[src/rtl/core/pfsr_pkg.sv]
// pfsr_pkg: shared types and constants of the path segment fifo with step rate division
// used by pfsr_ctrl, pfsr_datapath and the top level, and by the stream interface users
package pfsr_pkg;

	localparam int AXES      = 5;
	localparam int AXIS_W    = 3;
	localparam int COUNT_W   = 16;
	localparam int SEG_W     = AXES * COUNT_W;
	localparam int TIMER_W   = 16;
	localparam int SPACE_W   = 7;
	localparam int CFG_IDX_W = 1;
	localparam int CFG_W     = 16;
	localparam int BIT_W     = 4;

	localparam logic OP_PUSH = 1'b0;
	localparam logic OP_TICK = 1'b1;

	localparam logic [CFG_IDX_W-1:0] REG_TICK_PERIOD = 1'b0;
	localparam logic [CFG_IDX_W-1:0] REG_FREE_RUN    = 1'b1;

	localparam logic [TIMER_W-1:0] TICK_PERIOD_RST = 16'd1000;

	typedef struct packed {
		logic               opcode;
		logic signed [15:0] count_a;
		logic signed [15:0] count_b;
		logic signed [15:0] count_c;
		logic signed [15:0] count_d;
		logic signed [15:0] count_e;
	} in_word_t;

	typedef struct packed {
		logic         issued;
		logic [4:0]   dir_mask;
		logic [15:0]  interval_a;
		logic [15:0]  interval_b;
		logic [15:0]  interval_c;
		logic [15:0]  interval_d;
		logic [15:0]  interval_e;
		logic         last_segment;
		logic         motion_stop;
		logic         write_error;
		logic [6:0]   space_left;
	} out_word_t;

	typedef struct packed {
		logic take;
		logic first;
		logic step;
		logic next;
		logic emit;
	} pfsr_cmd_t;

	typedef struct packed {
		logic full;
		logic empty;
		logic bit_last;
		logic axis_last;
	} pfsr_status_t;

endpackage

[src/rtl/core/pfsr_stream_if.sv]
// pfsr_stream_if: valid/ready channel carrying one word of a given type
// no dependencies; the word type comes from pfsr_pkg at instantiation
interface pfsr_stream_if #(
	parameter type word_t = logic
) ();
	logic  valid;
	logic  ready;
	word_t data;

	modport source (output valid, output data, input ready);
	modport sink (input valid, input data, output ready);
endinterface

[src/rtl/core/pfsr_ram.sv]
// pfsr_ram: generic single write port ram with one registered read port
// no dependencies
module pfsr_ram #(
	parameter int WIDTH = 80,
	parameter int DEPTH = 64
) (
	input  logic                     clk,
	input  logic                     we,
	input  logic [$clog2(DEPTH)-1:0] waddr,
	input  logic [WIDTH-1:0]         wdata,
	input  logic                     re,
	input  logic [$clog2(DEPTH)-1:0] raddr,
	output logic [WIDTH-1:0]         rdata
);
	logic [WIDTH-1:0] mem_q [DEPTH];

	always_ff @(posedge clk) begin
		if (we) begin
			mem_q[waddr] <= wdata;
		end
		if (re) begin
			rdata <= mem_q[raddr];
		end
	end
endmodule

[src/rtl/core/pfsr_ctrl.sv]
// pfsr_ctrl: sequencer for push, tick and the per axis division passes
// depends on pfsr_pkg for command and status types
module pfsr_ctrl
	import pfsr_pkg::*;
(
	input  logic         clk,
	input  logic         arst_n,
	input  logic         in_valid,
	input  logic         in_opcode,
	output logic         in_ready,
	output logic         out_valid,
	input  logic         out_ready,
	input  pfsr_status_t status,
	output pfsr_cmd_t    cmd
);
	typedef enum logic [3:0] {
		S_IDLE  = 4'b0001,
		S_FETCH = 4'b0010,
		S_DIV   = 4'b0100,
		S_EMIT  = 4'b1000
	} state_t;

	state_t state_q, state_nxt;
	logic   out_valid_q;

	assign in_ready  = (state_q == S_IDLE);
	assign out_valid = out_valid_q;

	always_comb begin
		state_nxt = state_q;
		cmd       = '0;
		unique case (state_q)
			S_IDLE: begin
				if (in_valid) begin
					cmd.take = 1'b1;
					if (in_opcode == OP_TICK && !status.empty) begin
						state_nxt = S_FETCH;
					end else begin
						state_nxt = S_EMIT;
					end
				end
			end
			S_FETCH: begin
				cmd.first = 1'b1;
				state_nxt = S_DIV;
			end
			S_DIV: begin
				cmd.step = 1'b1;
				if (status.bit_last) begin
					if (status.axis_last) begin
						state_nxt = S_EMIT;
					end else begin
						cmd.next = 1'b1;
					end
				end
			end
			S_EMIT: begin
				if (!out_valid_q || out_ready) begin
					cmd.emit  = 1'b1;
					state_nxt = S_IDLE;
				end
			end
			default: state_nxt = S_IDLE;
		endcase
	end

	always_ff @(posedge clk or negedge arst_n) begin
		if (!arst_n) begin
			state_q     <= S_IDLE;
			out_valid_q <= 1'b0;
		end else begin
			state_q <= state_nxt;
			if (cmd.emit) begin
				out_valid_q <= 1'b1;
			end else if (out_ready) begin
				out_valid_q <= 1'b0;
			end
		end
	end
endmodule

[src/rtl/core/pfsr_datapath.sv]
// pfsr_datapath: segment store, fifo pointers, config registers, shared divider, result word
// depends on pfsr_pkg and pfsr_ram
module pfsr_datapath
	import pfsr_pkg::*;
#(
	parameter int FIFO_DEPTH = 64
) (
	input  logic                 clk,
	input  logic                 arst_n,
	input  logic                 cfg_we,
	input  logic [CFG_IDX_W-1:0] cfg_index,
	input  logic [CFG_W-1:0]     cfg_data,
	input  in_word_t             in_word,
	output out_word_t            out_word,
	input  pfsr_cmd_t            cmd,
	output pfsr_status_t         status
);
	localparam int IW = $clog2(FIFO_DEPTH);
	localparam int FW = $clog2(FIFO_DEPTH + 1);
	localparam int SW = (FW > SPACE_W) ? FW : SPACE_W;

	logic [TIMER_W-1:0] tick_period_q;
	logic               free_run_q;
	logic [IW-1:0]      wr_idx_q, rd_idx_q;
	logic [FW-1:0]      fill_q, fill_nxt;
	logic               full, empty, is_push, do_push, do_pop;
	logic [SEG_W-1:0]   seg_rd, seg_wr;
	logic [SW-1:0]      space_diff;

	logic               issued_q, last_q, stop_q, err_q;
	logic [SPACE_W-1:0] space_q;
	logic [AXES-1:0]    dir_q;
	logic [15:0]        ival_q [AXES];

	logic [AXIS_W-1:0]  axis_q;
	logic [BIT_W-1:0]   bit_q;
	logic [16:0]        rem_q;
	logic [15:0]        quo_q;
	logic [15:0]        raw;
	logic [16:0]        mag, sh, rem_n;
	logic [17:0]        diff;
	logic [15:0]        quo_n;
	logic               ge;

	assign full    = (fill_q == FW'(FIFO_DEPTH));
	assign empty   = (fill_q == '0);
	assign is_push = (in_word.opcode == OP_PUSH);
	assign do_push = cmd.take && is_push && !full;
	assign do_pop  = cmd.take && !is_push && !empty;

	assign seg_wr = {in_word.count_e, in_word.count_d, in_word.count_c,
		in_word.count_b, in_word.count_a};

	always_comb begin
		fill_nxt = fill_q;
		if (do_push) begin
			fill_nxt = fill_q + 1'b1;
		end else if (do_pop) begin
			fill_nxt = fill_q - 1'b1;
		end
	end

	assign space_diff = SW'(FIFO_DEPTH) - SW'(fill_nxt);

	pfsr_ram #(
		.WIDTH(SEG_W),
		.DEPTH(FIFO_DEPTH)
	) u_store (
		.clk  (clk),
		.we   (do_push),
		.waddr(wr_idx_q),
		.wdata(seg_wr),
		.re   (do_pop),
		.raddr(rd_idx_q),
		.rdata(seg_rd)
	);

	// axis select and divider step
	always_comb begin
		case (axis_q)
			3'd0:    raw = seg_rd[15:0];
			3'd1:    raw = seg_rd[31:16];
			3'd2:    raw = seg_rd[47:32];
			3'd3:    raw = seg_rd[63:48];
			3'd4:    raw = seg_rd[79:64];
			default: raw = '0;
		endcase
	end

	assign mag   = raw[15] ? (17'h10000 - {1'b0, raw}) : {1'b0, raw};
	assign sh    = {rem_q[15:0], quo_q[15]};
	assign diff  = {1'b0, sh} - {1'b0, mag};
	assign ge    = !diff[17];
	assign rem_n = ge ? diff[16:0] : sh;
	assign quo_n = {quo_q[14:0], ge};

	assign status.full      = full;
	assign status.empty     = empty;
	assign status.bit_last  = (bit_q == '0);
	assign status.axis_last = (axis_q == AXIS_W'(AXES - 1));

	always_ff @(posedge clk or negedge arst_n) begin
		if (!arst_n) begin
			tick_period_q <= TICK_PERIOD_RST;
			free_run_q    <= 1'b0;
			wr_idx_q      <= '0;
			rd_idx_q      <= '0;
			fill_q        <= '0;
		end else begin
			if (cfg_we) begin
				unique case (cfg_index)
					REG_TICK_PERIOD: tick_period_q <= cfg_data[TIMER_W-1:0];
					REG_FREE_RUN:    free_run_q    <= cfg_data[0];
					default:         ;
				endcase
			end
			if (do_push) begin
				wr_idx_q <= (wr_idx_q == IW'(FIFO_DEPTH - 1)) ? '0 : wr_idx_q + 1'b1;
			end
			if (do_pop) begin
				rd_idx_q <= (rd_idx_q == IW'(FIFO_DEPTH - 1)) ? '0 : rd_idx_q + 1'b1;
			end
			fill_q <= fill_nxt;
		end
	end

	// working result and divider registers
	always_ff @(posedge clk) begin
		if (cmd.take) begin
			issued_q <= do_pop;
			last_q   <= do_pop && (fill_q == FW'(1));
			stop_q   <= do_pop && (fill_q == FW'(1)) && !free_run_q;
			err_q    <= is_push && full;
			space_q  <= space_diff[SPACE_W-1:0];
			dir_q    <= '0;
			for (int i = 0; i < AXES; i++) begin
				ival_q[i] <= '0;
			end
		end
		if (cmd.first) begin
			for (int i = 0; i < AXES; i++) begin
				dir_q[i] <= seg_rd[i*COUNT_W + COUNT_W - 1];
			end
		end
		if (cmd.step && bit_q == '0) begin
			ival_q[axis_q] <= (mag == '0) ? '0 : quo_n;
		end
		if (cmd.first || cmd.next) begin
			axis_q <= cmd.first ? '0 : axis_q + 1'b1;
			rem_q  <= '0;
			quo_q  <= tick_period_q;
			bit_q  <= BIT_W'(TIMER_W - 1);
		end else if (cmd.step) begin
			rem_q <= rem_n;
			quo_q <= quo_n;
			bit_q <= bit_q - 1'b1;
		end
		if (cmd.emit) begin
			out_word.issued       <= issued_q;
			out_word.dir_mask     <= dir_q;
			out_word.interval_a   <= ival_q[0];
			out_word.interval_b   <= ival_q[1];
			out_word.interval_c   <= ival_q[2];
			out_word.interval_d   <= ival_q[3];
			out_word.interval_e   <= ival_q[4];
			out_word.last_segment <= last_q;
			out_word.motion_stop  <= stop_q;
			out_word.write_error  <= err_q;
			out_word.space_left   <= space_q;
		end
	end
endmodule

[src/rtl/core/path_fifo_step_rate.sv]
// path_fifo_step_rate: top level of the five axis path segment fifo with step interval division
// depends on pfsr_pkg, pfsr_stream_if, pfsr_ctrl and pfsr_datapath
//
// Segments pushed on req are held in a FIFO_DEPTH entry ram; every word gives one result word
// on rsp. A push or a tick on an empty fifo goes from acceptance to the emit state. A tick that
// pops a segment does one ram read, then a shared restoring divider works out the tick period
// / |count| one quotient bit per cycle, a 16-bit quotient for each of the five axes in turn.
// One word is in work at a time; the next is accepted once the result is in the output register,
// even if rsp has not taken it yet. The user must write the tick period and free run registers
// through cfg_we / cfg_index / cfg_data only while the block is idle; it does not enforce this.
module path_fifo_step_rate
	import pfsr_pkg::*;
#(
	parameter int FIFO_DEPTH = 64
) (
	input  logic                 clk,
	input  logic                 arst_n,
	input  logic                 cfg_we,
	input  logic [CFG_IDX_W-1:0] cfg_index,
	input  logic [CFG_W-1:0]     cfg_data,
	pfsr_stream_if.sink          req,
	pfsr_stream_if.source        rsp
);
	pfsr_cmd_t    cmd;
	pfsr_status_t status;
	in_word_t     in_word;
	out_word_t    out_word;

	assign in_word  = req.data;
	assign rsp.data = out_word;

	pfsr_ctrl u_ctrl (
		.clk      (clk),
		.arst_n   (arst_n),
		.in_valid (req.valid),
		.in_opcode(in_word.opcode),
		.in_ready (req.ready),
		.out_valid(rsp.valid),
		.out_ready(rsp.ready),
		.status   (status),
		.cmd      (cmd)
	);

	pfsr_datapath #(
		.FIFO_DEPTH(FIFO_DEPTH)
	) u_datapath (
		.clk      (clk),
		.arst_n   (arst_n),
		.cfg_we   (cfg_we),
		.cfg_index(cfg_index),
		.cfg_data (cfg_data),
		.in_word  (in_word),
		.out_word (out_word),
		.cmd      (cmd),
		.status   (status)
	);
endmodule
[src/flat_wrapper.sv]
// flat-port wrapper written by rule: the top's interface ports become plain ports
module path_fifo_step_rate_flat import pfsr_pkg::*;
#(
	parameter int FIFO_DEPTH = 64
)
  (clk, arst_n, cfg_we, cfg_index, cfg_data, req_valid, req_data, req_ready, rsp_valid, rsp_data, rsp_ready);
  pfsr_stream_if req_i ();
  pfsr_stream_if rsp_i ();
  input  logic clk;
  input  logic arst_n;
  input  logic cfg_we;
  input  logic [CFG_IDX_W-1:0] cfg_index;
  input  logic [CFG_W-1:0] cfg_data;
  input wire logic [$bits(req_i.valid)-1:0] req_valid;
  input wire logic [$bits(req_i.data)-1:0] req_data;
  output wire logic [$bits(req_i.ready)-1:0] req_ready;
  output wire logic [$bits(rsp_i.valid)-1:0] rsp_valid;
  output wire logic [$bits(rsp_i.data)-1:0] rsp_data;
  input wire logic [$bits(rsp_i.ready)-1:0] rsp_ready;
  assign req_i.valid = req_valid;
  assign req_i.data = req_data;
  assign req_ready = req_i.ready;
  assign rsp_valid = rsp_i.valid;
  assign rsp_data = rsp_i.data;
  assign rsp_i.ready = rsp_ready;
  path_fifo_step_rate #(.FIFO_DEPTH(FIFO_DEPTH)) u_core (.clk(clk), .arst_n(arst_n), .cfg_we(cfg_we), .cfg_index(cfg_index), .cfg_data(cfg_data), .req(req_i), .rsp(rsp_i));
endmodule
[config.mk]
export PLATFORM = sky130hd
export DESIGN_NAME = path_fifo_step_rate_flat
export DESIGN_NICKNAME = d
export VERILOG_FILES = /design/src/rtl/core/pfsr_pkg.sv /design/src/rtl/core/pfsr_stream_if.sv /design/src/rtl/core/pfsr_ram.sv /design/src/rtl/core/pfsr_ctrl.sv /design/src/rtl/core/pfsr_datapath.sv /design/src/rtl/core/path_fifo_step_rate.sv /design/src/flat_wrapper.sv
export SDC_FILE = /design/constraint.sdc
export NUM_CORES = 1
export LEC_CHECK = 0
export BUFFER_PORTS_ARGS = -buffer_cell sky130_fd_sc_hd__clkbuf_2
export CAP_MARGIN = 20
export CORE_AREA = 2 2 39 41
export DETAILED_ROUTE_END_ITERATION = 12
export DIE_AREA = 0 0 41 43
export GPL_ROUTABILITY_DRIVEN = 0
export PLACE_DENSITY = 0.73
export SYNTH_ARGS = -nofsm -noshare
export SYNTH_HDL_FRONTEND = slang
export SYNTH_SLANG_ARGS = --single-unit
[constraint.sdc]
create_clock -name clk -period 2.3 [get_ports clk]
set_clock_uncertainty 0.2 [all_clocks]
set_input_delay 0.115 -clock clk [delete_from_list [all_inputs] [get_ports clk]]
set_output_delay 0.115 -clock clk [all_outputs]
set_load 0.02 [all_outputs]
==> run_results.csv, run 1 <==
group,metric,value,unit
run_status,status,"complete, no violations",
setup_path,crit_type,"reg -> reg",
cells_and_area,multiInputGateArea,225,um2
cells_and_area,nets,81,
setup_path,rrSetupSlack,0.61,ns
clocking,htree_levels,1,
timing,rsz0062_at_grt,"false",
hold_path,min_delay_path_depth,3,
hold_path,hold_path.class,"in -> reg",
drt,routed_via_density,4.89,
synth,synth-edff-count,2,
timing,drv_slew,0,
cells_and_area,drive_gt1_frac,0.255,
clocking,clock-sinks,12,
drt,firstDrtPassIters,3,
setup_path,startpoint_type,"register",
grt,grt_max_degree,11,
die,num_rows,14,
timing,tightest_slew,0.256,ns
clocking,clk_path_buf_depth,2,
cells_and_area,antenna_cells,0,
clocking,clk_pin_slew,0.07,ns
clocking,cts_tree,"yes",
clocking,clk_latency,0.28,ns
timing,fin_crit_sh,0.735,
setup_path,r2r_cells,5,
cells_and_area,n_fill_cell,134,
setup_path,r2r_end,"u_core.u_datapath.fill_q[1]$_DFFE_PN0P_",
grt,antenna_found_initial,0,
placement,io_buffer_count,6,
synth,yosysSeqAreaShare,0.561,
cells_and_area,regArea,312,um2
timing,setup_violations,0,
die,dieArea,1760,um2
grt,grt.total_usage,0.125,
die,start_util,0.401,
setup_path,cp.required,2.26,ns
drt,drc,0,
setup_path,reg2reg_from,"u_core.u_datapath.fill_q[0]$_DFF_PN0_",
power,power.density,989,nW/um2
power,power,0.645,mW
timing,slew_headroom,0.828,
synth,synth_cell_types,23,
synth,syn_avg_cell_area,12.9,um2
timing,finalHoldViolCount,0,
synth,synth_flop_cell,"dfrtp_1",
die,core_area,1380,um2
hold_path,hp-start,"req_valid",
timing,max_freq,0.591,GHz
grt,overflow,0,
synth,syn_nets,68,
power,peakVddDrop,373,uV
grt,grt_pass1_vias,338,
power,power.leakage,0.309,nW
drt,routed_wl,834,um
synth,ys_warn_count,0,
synth,ys_ff_latch,12,
setup_path,cp_max_fo,3,
clocking,cts_buffers,3,
synth,ys_async_sr_fraction,0.833,
setup_path,endpoint_kind,"register",
synth,synth_area,556,um2
drt,drt_iter0_drc,3,
grt,grt_pass1_wl,1320,um
synth,syn_inst,43,
drt,wl_per_cell,11.7,um
job,maxCapViolCount,0,
drt,vias,347,
die,io_pins,26,
setup_path,arrival,1.65,ns
timing,setup-tns-final,0,ns
die,die_y,43,um
drt,ant_nets,0,
cells_and_area,area_delta_synth_final,17.3,%
die,die_w,41,um
clocking,cts-root-buf,"clkbuf_4",
hold_path,whs_endpoint,"u_core.u_ctrl.state_q[3]$_DFFE_PN0P_",
timing,post-route-min-period,1.69,ns
state kept, by name (all words and copies together), names as in the netlist:
name,cells
u_core.u_datapath.fill_q,7
u_core.u_ctrl.state_q,2
u_core.u_ctrl.out_valid,1
u_core.u_datapath.space_q,1
u_core.u_datapath.out_word,1
timing repair:
action,CTS,global route
buffers inserted,0,0
setup endpoints to repair,0,0
hold endpoints to repair,11,0
hold buffers,2,0
gates resized for setup,0,0
worst max-delay path by stage:
| stage | from | endpoint | slack [ns] |
|---|---|---|---|
| after detailed placement | u_core.u_datapath.fill_q[0]$_DFF_PN0_ | u_core.u_datapath.fill_q[1]$_DFFE_PN0P_ | 0.61 |
| after global placement | u_core.u_datapath.fill_q[0]$_DFF_PN0_ | u_core.u_datapath.fill_q[1]$_DFFE_PN0P_ | 0.64 |
| final | u_core.u_datapath.fill_q[0]$_DFF_PN0_ | u_core.u_datapath.fill_q[1]$_DFFE_PN0P_ | 0.61 |
| after global routing | u_core.u_datapath.fill_q[0]$_DFF_PN0_ | u_core.u_datapath.fill_q[1]$_DFFE_PN0P_ | 0.52 |
| after CTS | u_core.u_datapath.fill_q[0]$_DFF_PN0_ | u_core.u_datapath.fill_q[1]$_DFFE_PN0P_ | 0.60 |
| after floorplan | u_core.u_datapath.fill_q[0]$_DFF_PN0_ | u_core.u_datapath.fill_q[1]$_DFFE_PN0P_ | 0.73 |
metal layers:
layer  GRT usage  share of wire  up-vias
met4       0.140          0.032        0
met2       0.175           0.47        5
met3      0.0471          0.022        3
li1            -              -      173
met1       0.123           0.48      166
met5           0              0        -
cell families (layout without fill, tap and decap cells):
group                    Yosys count  after routing  synth area share
AND/OR/NAND/NOR                   14             14             0.203
flip-flops                        12             12             0.561
XOR/XNOR                           5              5            0.0924
buffers and inverters              5             17            0.0338
AO/OA/AOI/OAI                      4              4            0.0450
adder cells (fa/ha/maj)            2              2            0.0450
multiplexers                       1              1            0.0203
metrics by stage:
step           utilization  setup slack (ns)  cell area (um2)  cells  hold slack [ns]
6_report             0.471             0.609              652     71          0.00777
5_1_grt              0.471             0.516              652     71           0.0284
4_1_cts              0.471             0.603              652     71           0.0135
3_5_place_dp         0.438             0.614              606     65           -0.206
3_3_place_gp         0.438             0.644              606     65           -0.208
2_1_floorplan            -             0.726              556     43           -0.381
critical path: stages, from the launching register on:
cell and delay, ns:
dfrtp_1 0.37, inv_1 0.09, ha_1 0.20, nor2b_1 0.14, a21oi_1 0.23, mux2_1 0.35
cell type report:
| class | count | share of cell area |
|---|---|---|
| Inverter | 5 | 0.0288 |
| Tap cell | 16 | 0.0307 |
| Sequential cell | 12 | 0.478 |
| Timing Repair Buffer | 8 | 0.0768 |
| Clock buffer | 4 | 0.0403 |
| Multi-Input combinational cell | 26 | 0.345 |
placed cells by master (no fill, tap or decap), drive strengths merged, types with 2 or more instances in the layout:
cell type	Yosys	routed
nor2b	3	3
nand2b	2	2
ha	2	2
edfxtp	2	2
clkbuf	0	10
nand4	2	2
dfrtp	9	9
dlygate4sd3	0	2
xnor2	4	4
inv	5	5
synth_stat cells (all sizes together) (2+ instances only):
cell type | instances | area [um2]
xnor2 | 4 | 42.6
dfrtp | 9 | 225
ha | 2 | 25.0
edfxtp | 2 | 60.1
nor2b | 3 | 18.8
nand2b | 2 | 12.5
nand4 | 2 | 12.5
inv | 5 | 18.8
where the power goes:
part	switching (mW)	internal, mW
registers	0.0662	0.285
logic	0.0775	0.0790
clock network	0.0700	0.0674
(Power assumes the default switching activity.)
==> inputs of run 2 (changes only) <==
==> constraint.sdc (replaced) <==
create_clock -name clk -period 1.76 [get_ports clk]
set_clock_uncertainty 0.2 [all_clocks]
set_input_delay 0.088 -clock clk [delete_from_list [all_inputs] [get_ports clk]]
set_output_delay 0.088 -clock clk [all_outputs]
set_load 0.02 [all_outputs]
==> run 2 against run 1 <==
Effect of this change:
- critical path depth is the same
- register-to-register slack got worse by 0.49 ns
- routed wire length rose by 2.8%
- total power increased by 31%
- setup slack got worse by 0.49 ns
- sequential power up 30%
- worst hold slack worse by 0.0077 ns
- utilization up 0.99 points
- first-iteration DRC count rose to 3.7 times the previous value
- final cell count up 1.4%
- combinational power up 33%
- critical path type unchanged
==> run_results.csv, run 2 (synthesized netlist as in run 1, its figures left out) <==
group,metric,value,unit
run_status,status,"complete, no violations",
cells_and_area,final_common_cell,"dfrtp_1",
drt,drt_iter0_drc,11,
clocking,htree_levels,1,
timing,finalHoldViolCount,0,
die,core_area,1380,um2
cells_and_area,multiInputGateArea,229,um2
timing,fin_hold_ws,0.000111,ns
setup_path,reg2reg_from,"u_core.u_datapath.fill_q[0]$_DFF_PN0_",
clocking,cts-root-buf,"clkbuf_4",
clocking,cts_tree,"yes",
power,power.density,1270,nW/um2
power,power.leakage,0.313,nW
grt,grt_pass1_wl,1330,um
cells_and_area,antenna_cells,0,
setup_path,r2r_cells,5,
die,dieArea,1760,um2
drt,routed_via_density,4.90,
grt,antenna_found_initial,0,
power,clkPwrFrac,0.212,
cells_and_area,fin_cells,72,
setup_path,arrival,1.60,ns
setup_path,cp.required,1.72,ns
cells_and_area,drive_gt1_frac,0.268,
die,start_util,0.401,
drt,wl_per_cell,11.9,um
cells_and_area,final_area,666,um2
power,power,0.847,mW
setup_path,r2r_end,"u_core.u_datapath.fill_q[1]$_DFFE_PN0P_",
hold_path,hold_path.class,"in -> async",
die,num_rows,14,
drt,routed_wl,857,um
drt,drc,0,
grt,grt_max_degree,11,
clocking,clk_pin_slew,0.07,ns
placement,io_buffer_count,6,
clocking,clock-sinks,12,
clocking,clk_path_buf_depth,2,
timing,slew_headroom,0.791,
setup_path,rrSetupSlack,0.12,ns
grt,grt.total_usage,0.126,
cells_and_area,nets,82,
drt,vias,353,
timing,tightest_slew,0.313,ns
cells_and_area,regArea,312,um2
setup_path,cp_max_fo,3,
setup_path,crit_end,"u_core.u_datapath.fill_q[1]$_DFFE_PN0P_",
timing,setup-tns-final,0,ns
power,combPwrFrac,0.247,
cells_and_area,reg.largest.list,"u_core.u_datapath.fill_q x7, u_core.u_ctrl.state_q x2",
placement,placed_area,606,um2
timing,fin_crit_sh,0.931,
timing,drv_slew,0,
grt,grt_pass1_vias,341,
timing,setup_ws,0.122,ns
placement,dp_slack,0.0744,ns
cells_and_area,area_delta_synth_final,19.8,%
placement,dpl.cell_count,65,
die,die_w,41,um
grt,overflow,0,
cells_and_area,final_util,0.481,
setup_path,crit_type,"reg -> reg",
clocking,postCtsSetupBuffers,0,
timing,max_freq,0.610,GHz
setup_path,crit_start,"u_core.u_datapath.fill_q[0]$_DFF_PN0_",
power,peakVddDrop,491,uV
cells_and_area,mostFrequentLayoutCells,"dfrtp_1, clkbuf_2, inv_1",
cells_and_area,n_fill_cell,131,
power,p_int,0.565,mW
power,swShare,0.333,
clocking,cts_buffers,3,
die,io_pins,26,
drt,ant_nets,0,
clocking,clk_latency,0.28,ns
die,die_y,43,um
power,net-switching-power,0.282,mW
cells_and_area,regMostFlops,"u_core.u_datapath.fill_q",
setup_path,startpoint_type,"register",
setup_path,endpoint_kind,"register",
timing,post-route-min-period,1.64,ns
job,maxCapViolCount,0,
cells_and_area,largest_reg_flops,7,
timing,setup_violations,0,
timing,rsz0062_at_grt,"false",
drt,firstDrtPassIters,4,
power,seq_power_share,0.541,
## run 2: per-layer routing
layer | up-vias | global-route usage | part of all wire
met5 | - | 0 | 0
met4 | 0 | 0.140 | 0.032
met3 | 3 | 0.0471 | 0.025
met2 | 7 | 0.175 | 0.47
met1 | 169 | 0.126 | 0.47
li1 | 174 | - | -
## run 2: final cells by class
class,instances,area share
Multi-Input combinational cell,26,0.344
Sequential cell,12,0.468
Clock buffer,4,0.0395
Tap cell,16,0.0301
Inverter,5,0.0282
Timing Repair Buffer,9,0.0902
## run 2: timing repair
action	CTS	global route
hold endpoints to repair	13	0
endpoints found under the setup margin	0	1
hold buffers	3	0
gates resized for setup	0	1
## run 2: worst min path at each step
stage	end	slack [ns]	cells past startpoint
CTS	u_core.u_ctrl.out_valid$_DFFE_PN0P_	0.007	2
finish	u_core.u_ctrl.out_valid$_DFFE_PN0P_	0.0001	2
global route	u_core.u_ctrl.out_valid$_DFFE_PN0P_	0.05	2
floorplan	u_core.u_ctrl.out_valid$_DFFE_PN0P_	-0.41	0
detailed placement	u_core.u_ctrl.out_valid$_DFFE_PN0P_	-0.23	1
global placement	u_core.u_ctrl.out_valid$_DFFE_PN0P_	-0.24	1
## run 2: power groups by stage
stage          Clock, mW  Sequential (mW)  Combinational (mW)
2_1_floorplan          0            0.451               0.154
3_3_place_gp           0            0.461               0.196
3_5_place_dp           0            0.465               0.201
4_1_cts            0.185            0.459               0.209
5_1_grt            0.201            0.470               0.230
6_report           0.180            0.458               0.209
## run 2: worst max-delay path: stages, from the launching register on
cell and delay, ns:
dfrtp_1 0.37, inv_1 0.09, ha_1 0.20, nor2b_1 0.15
a21oi_2 0.18, mux2_1 0.33
==> inputs of run 3 (changes only) <==
--- a/config.mk
+++ b/config.mk
@@ -5,6 +5,7 @@
 export SDC_FILE = /design/constraint.sdc
 export NUM_CORES = 1
 export LEC_CHECK = 0
+export ABC_CLOCK_PERIOD_IN_PS = 1760
 export BUFFER_PORTS_ARGS = -buffer_cell sky130_fd_sc_hd__clkbuf_2
 export CAP_MARGIN = 20
 export CORE_AREA = 2 2 39 41
==> constraint.sdc (replaced) <==
create_clock -name clk -period 1.76 [get_ports clk]
set_clock_uncertainty 0.2 [all_clocks]
set_input_delay 0.176 -clock clk [delete_from_list [all_inputs] [get_ports clk]]
set_output_delay 0.176 -clock clk [all_outputs]
set_load 0.02 [all_outputs]
==> run 3 against run 2 <==
Effect of this change:
- routed wire length fell by 1.2%
- utilization shrank 0.72 points
- sequential cell count unchanged
- global-route usage shrank 0.10 points
- non-clock buffer count shrank 1
- via count grew 0.28%
- worst hold slack improved by 0.076 ns
- total power barely moved
- design area fell by 1.5%
- final cell count shrank 1.4%
- die area unchanged
- highest routed layer unchanged
==> run_results.csv, run 3 (synthesized netlist as in run 1, its figures left out) <==
group,metric,value,unit
cells_and_area,final_area,656,um2
clocking,clk_path_buf_depth,2,
clocking,cts_buffers,3,
timing,tightest_slew,0.320,ns
setup_path,cp.required,1.72,ns
drt,vias,354,
setup_path,cp_max_fo,3,
setup_path,endpoint_kind,"register",
placement,io_buffer_count,6,
power,power.leakage,0.309,nW
placement,placed_area,606,um2
drt,wl_per_cell,11.9,um
die,die_w,41,um
timing,slew_headroom,0.786,
hold_path,hp-start,"req_valid",
cells_and_area,regMostFlops,"u_core.u_datapath.fill_q",
timing,post-route-min-period,1.64,ns
cells_and_area,area_delta_synth_final,18.0,%
grt,antenna_found_initial,0,
clocking,cts_tree,"yes",
hold_path,hold_path.class,"in -> reg",
clocking,cts-root-buf,"clkbuf_4",
drt,routed_via_density,4.99,
setup_path,arrival,1.60,ns
drt,drc,0,
job,maxCapViolCount,0,
die,dieArea,1760,um2
timing,drv_slew,0,
timing,setup-tns-final,0,ns
die,die_y,43,um
power,power,0.847,mW
grt,overflow,0,
timing,setup_violations,0,
placement,dp_slack,0.0744,ns
setup_path,crit_start,"u_core.u_datapath.fill_q[0]$_DFF_PN0_",
drt,drt_iter0_drc,7,
timing,rsz0062_at_grt,"false",
setup_path,crit_end,"u_core.u_datapath.fill_q[1]$_DFFE_PN0P_",
timing,finalHoldViolCount,0,
run_status,status,"complete, no violations",
setup_path,crit_type,"reg -> reg",
cells_and_area,nets,81,
drt,routed_wl,847,um
grt,grt.total_usage,0.125,
cells_and_area,antenna_cells,0,
setup_path,reg2reg_from,"u_core.u_datapath.fill_q[0]$_DFF_PN0_",
timing,fin_crit_sh,0.932,
timing,setup_ws,0.119,ns
timing,max_freq,0.610,GHz
setup_path,rrSetupSlack,0.12,ns
clocking,clock-sinks,12,
die,io_pins,26,
setup_path,r2r_end,"u_core.u_datapath.fill_q[1]$_DFFE_PN0P_",
cells_and_area,reg.largest.list,"u_core.u_datapath.fill_q x7, u_core.u_ctrl.state_q x2",
grt,grt_pass1_wl,1320,um
drt,firstDrtPassIters,4,
setup_path,r2r_cells,5,
cells_and_area,final_common_cell,"dfrtp_1",
grt,grt_pass1_vias,338,
clocking,postCtsSetupBuffers,0,
die,start_util,0.401,
die,core_area,1380,um2
clocking,clk_pin_slew,0.07,ns
cells_and_area,mostFrequentLayoutCells,"dfrtp_1, clkbuf_2, inv_1",
drt,ant_nets,0,
clocking,htree_levels,1,
cells_and_area,drive_gt1_frac,0.273,
power,peakVddDrop,488,uV
cells_and_area,final_util,0.474,
power,power.density,1290,nW/um2
die,num_rows,14,
cells_and_area,largest_reg_flops,7,
grt,grt_max_degree,11,
clocking,clk_latency,0.28,ns
setup_path,startpoint_type,"register",
[run 3: cell count changes in the layout (fill, tap and decap cells not counted)]
cell,before,now
dlygate4sd3_1,3,2
[run 3: worst max-delay path, cell delays in order (launching register included)]
cell and delay [ns]:
dfrtp_1 0.37, inv_1 0.09, ha_1 0.20, nor2b_1 0.14
a21oi_2 0.18, mux2_1 0.33
[run 3: cell type report]
type	instances	area (um2)
Fill cell	132	728
Clock buffer	4	26.3
Timing Repair Buffer	8	50.0
Sequential cell	12	312
Inverter	5	18.8
Multi-Input combinational cell	26	229
Tap cell	16	20.0
[run 3: timing repair]
action | CTS | global route
hold buffers | 2 | 0
endpoints found under the hold margin | 11 | 0
endpoints found under the setup margin | 0 | 1
gates resized for setup | 0 | 1
[run 3: how the worst min path moves through the flow]
stage | to | slack [ns] | cells past startpoint
after global placement | u_core.u_ctrl.out_valid$_DFFE_PN0P_ | -0.15 | 1
after CTS | u_core.u_ctrl.state_q[3]$_DFFE_PN0P_ | 0.07 | 3
after detailed placement | u_core.u_ctrl.out_valid$_DFFE_PN0P_ | -0.14 | 1
after floorplan | u_core.u_ctrl.out_valid$_DFFE_PN0P_ | -0.32 | 0
final | u_core.u_ctrl.state_q[3]$_DFFE_PN0P_ | 0.08 | 3
after global routing | u_core.u_ctrl.state_q[3]$_DFFE_PN0P_ | 0.1 | 3
[run 3: metal layers]
| metal | wire length, um | track usage | share of wire |
|---|---|---|---|
| met1 | 400 | 0.123 | 0.47 |
| met2 | 397 | 0.175 | 0.47 |
| met3 | 22 | 0.0471 | 0.026 |
| met4 | 27 | 0.140 | 0.032 |
| met5 | 0 | 0 | 0 |
[run 3: stage by stage]
| stage | instances | hold slack, ns |
|---|---|---|
| global route | 71 | 0.0967 |
| floorplan | 43 | -0.320 |
| global placement | 65 | -0.147 |
| CTS | 71 | 0.0745 |
| detailed placement | 65 | -0.145 |
| finish | 71 | 0.0759 |
[run 3: where the power goes]
part | internal (mW) | total, mW | switching [mW] | leakage [nW]
clock | 0.0881 | 0.180 | 0.0918 | 0.0150
combinational | 0.104 | 0.208 | 0.104 | 0.150
sequential | 0.372 | 0.459 | 0.0874 | 0.144
total | 0.564 | 0.847 | 0.283 | 0.309
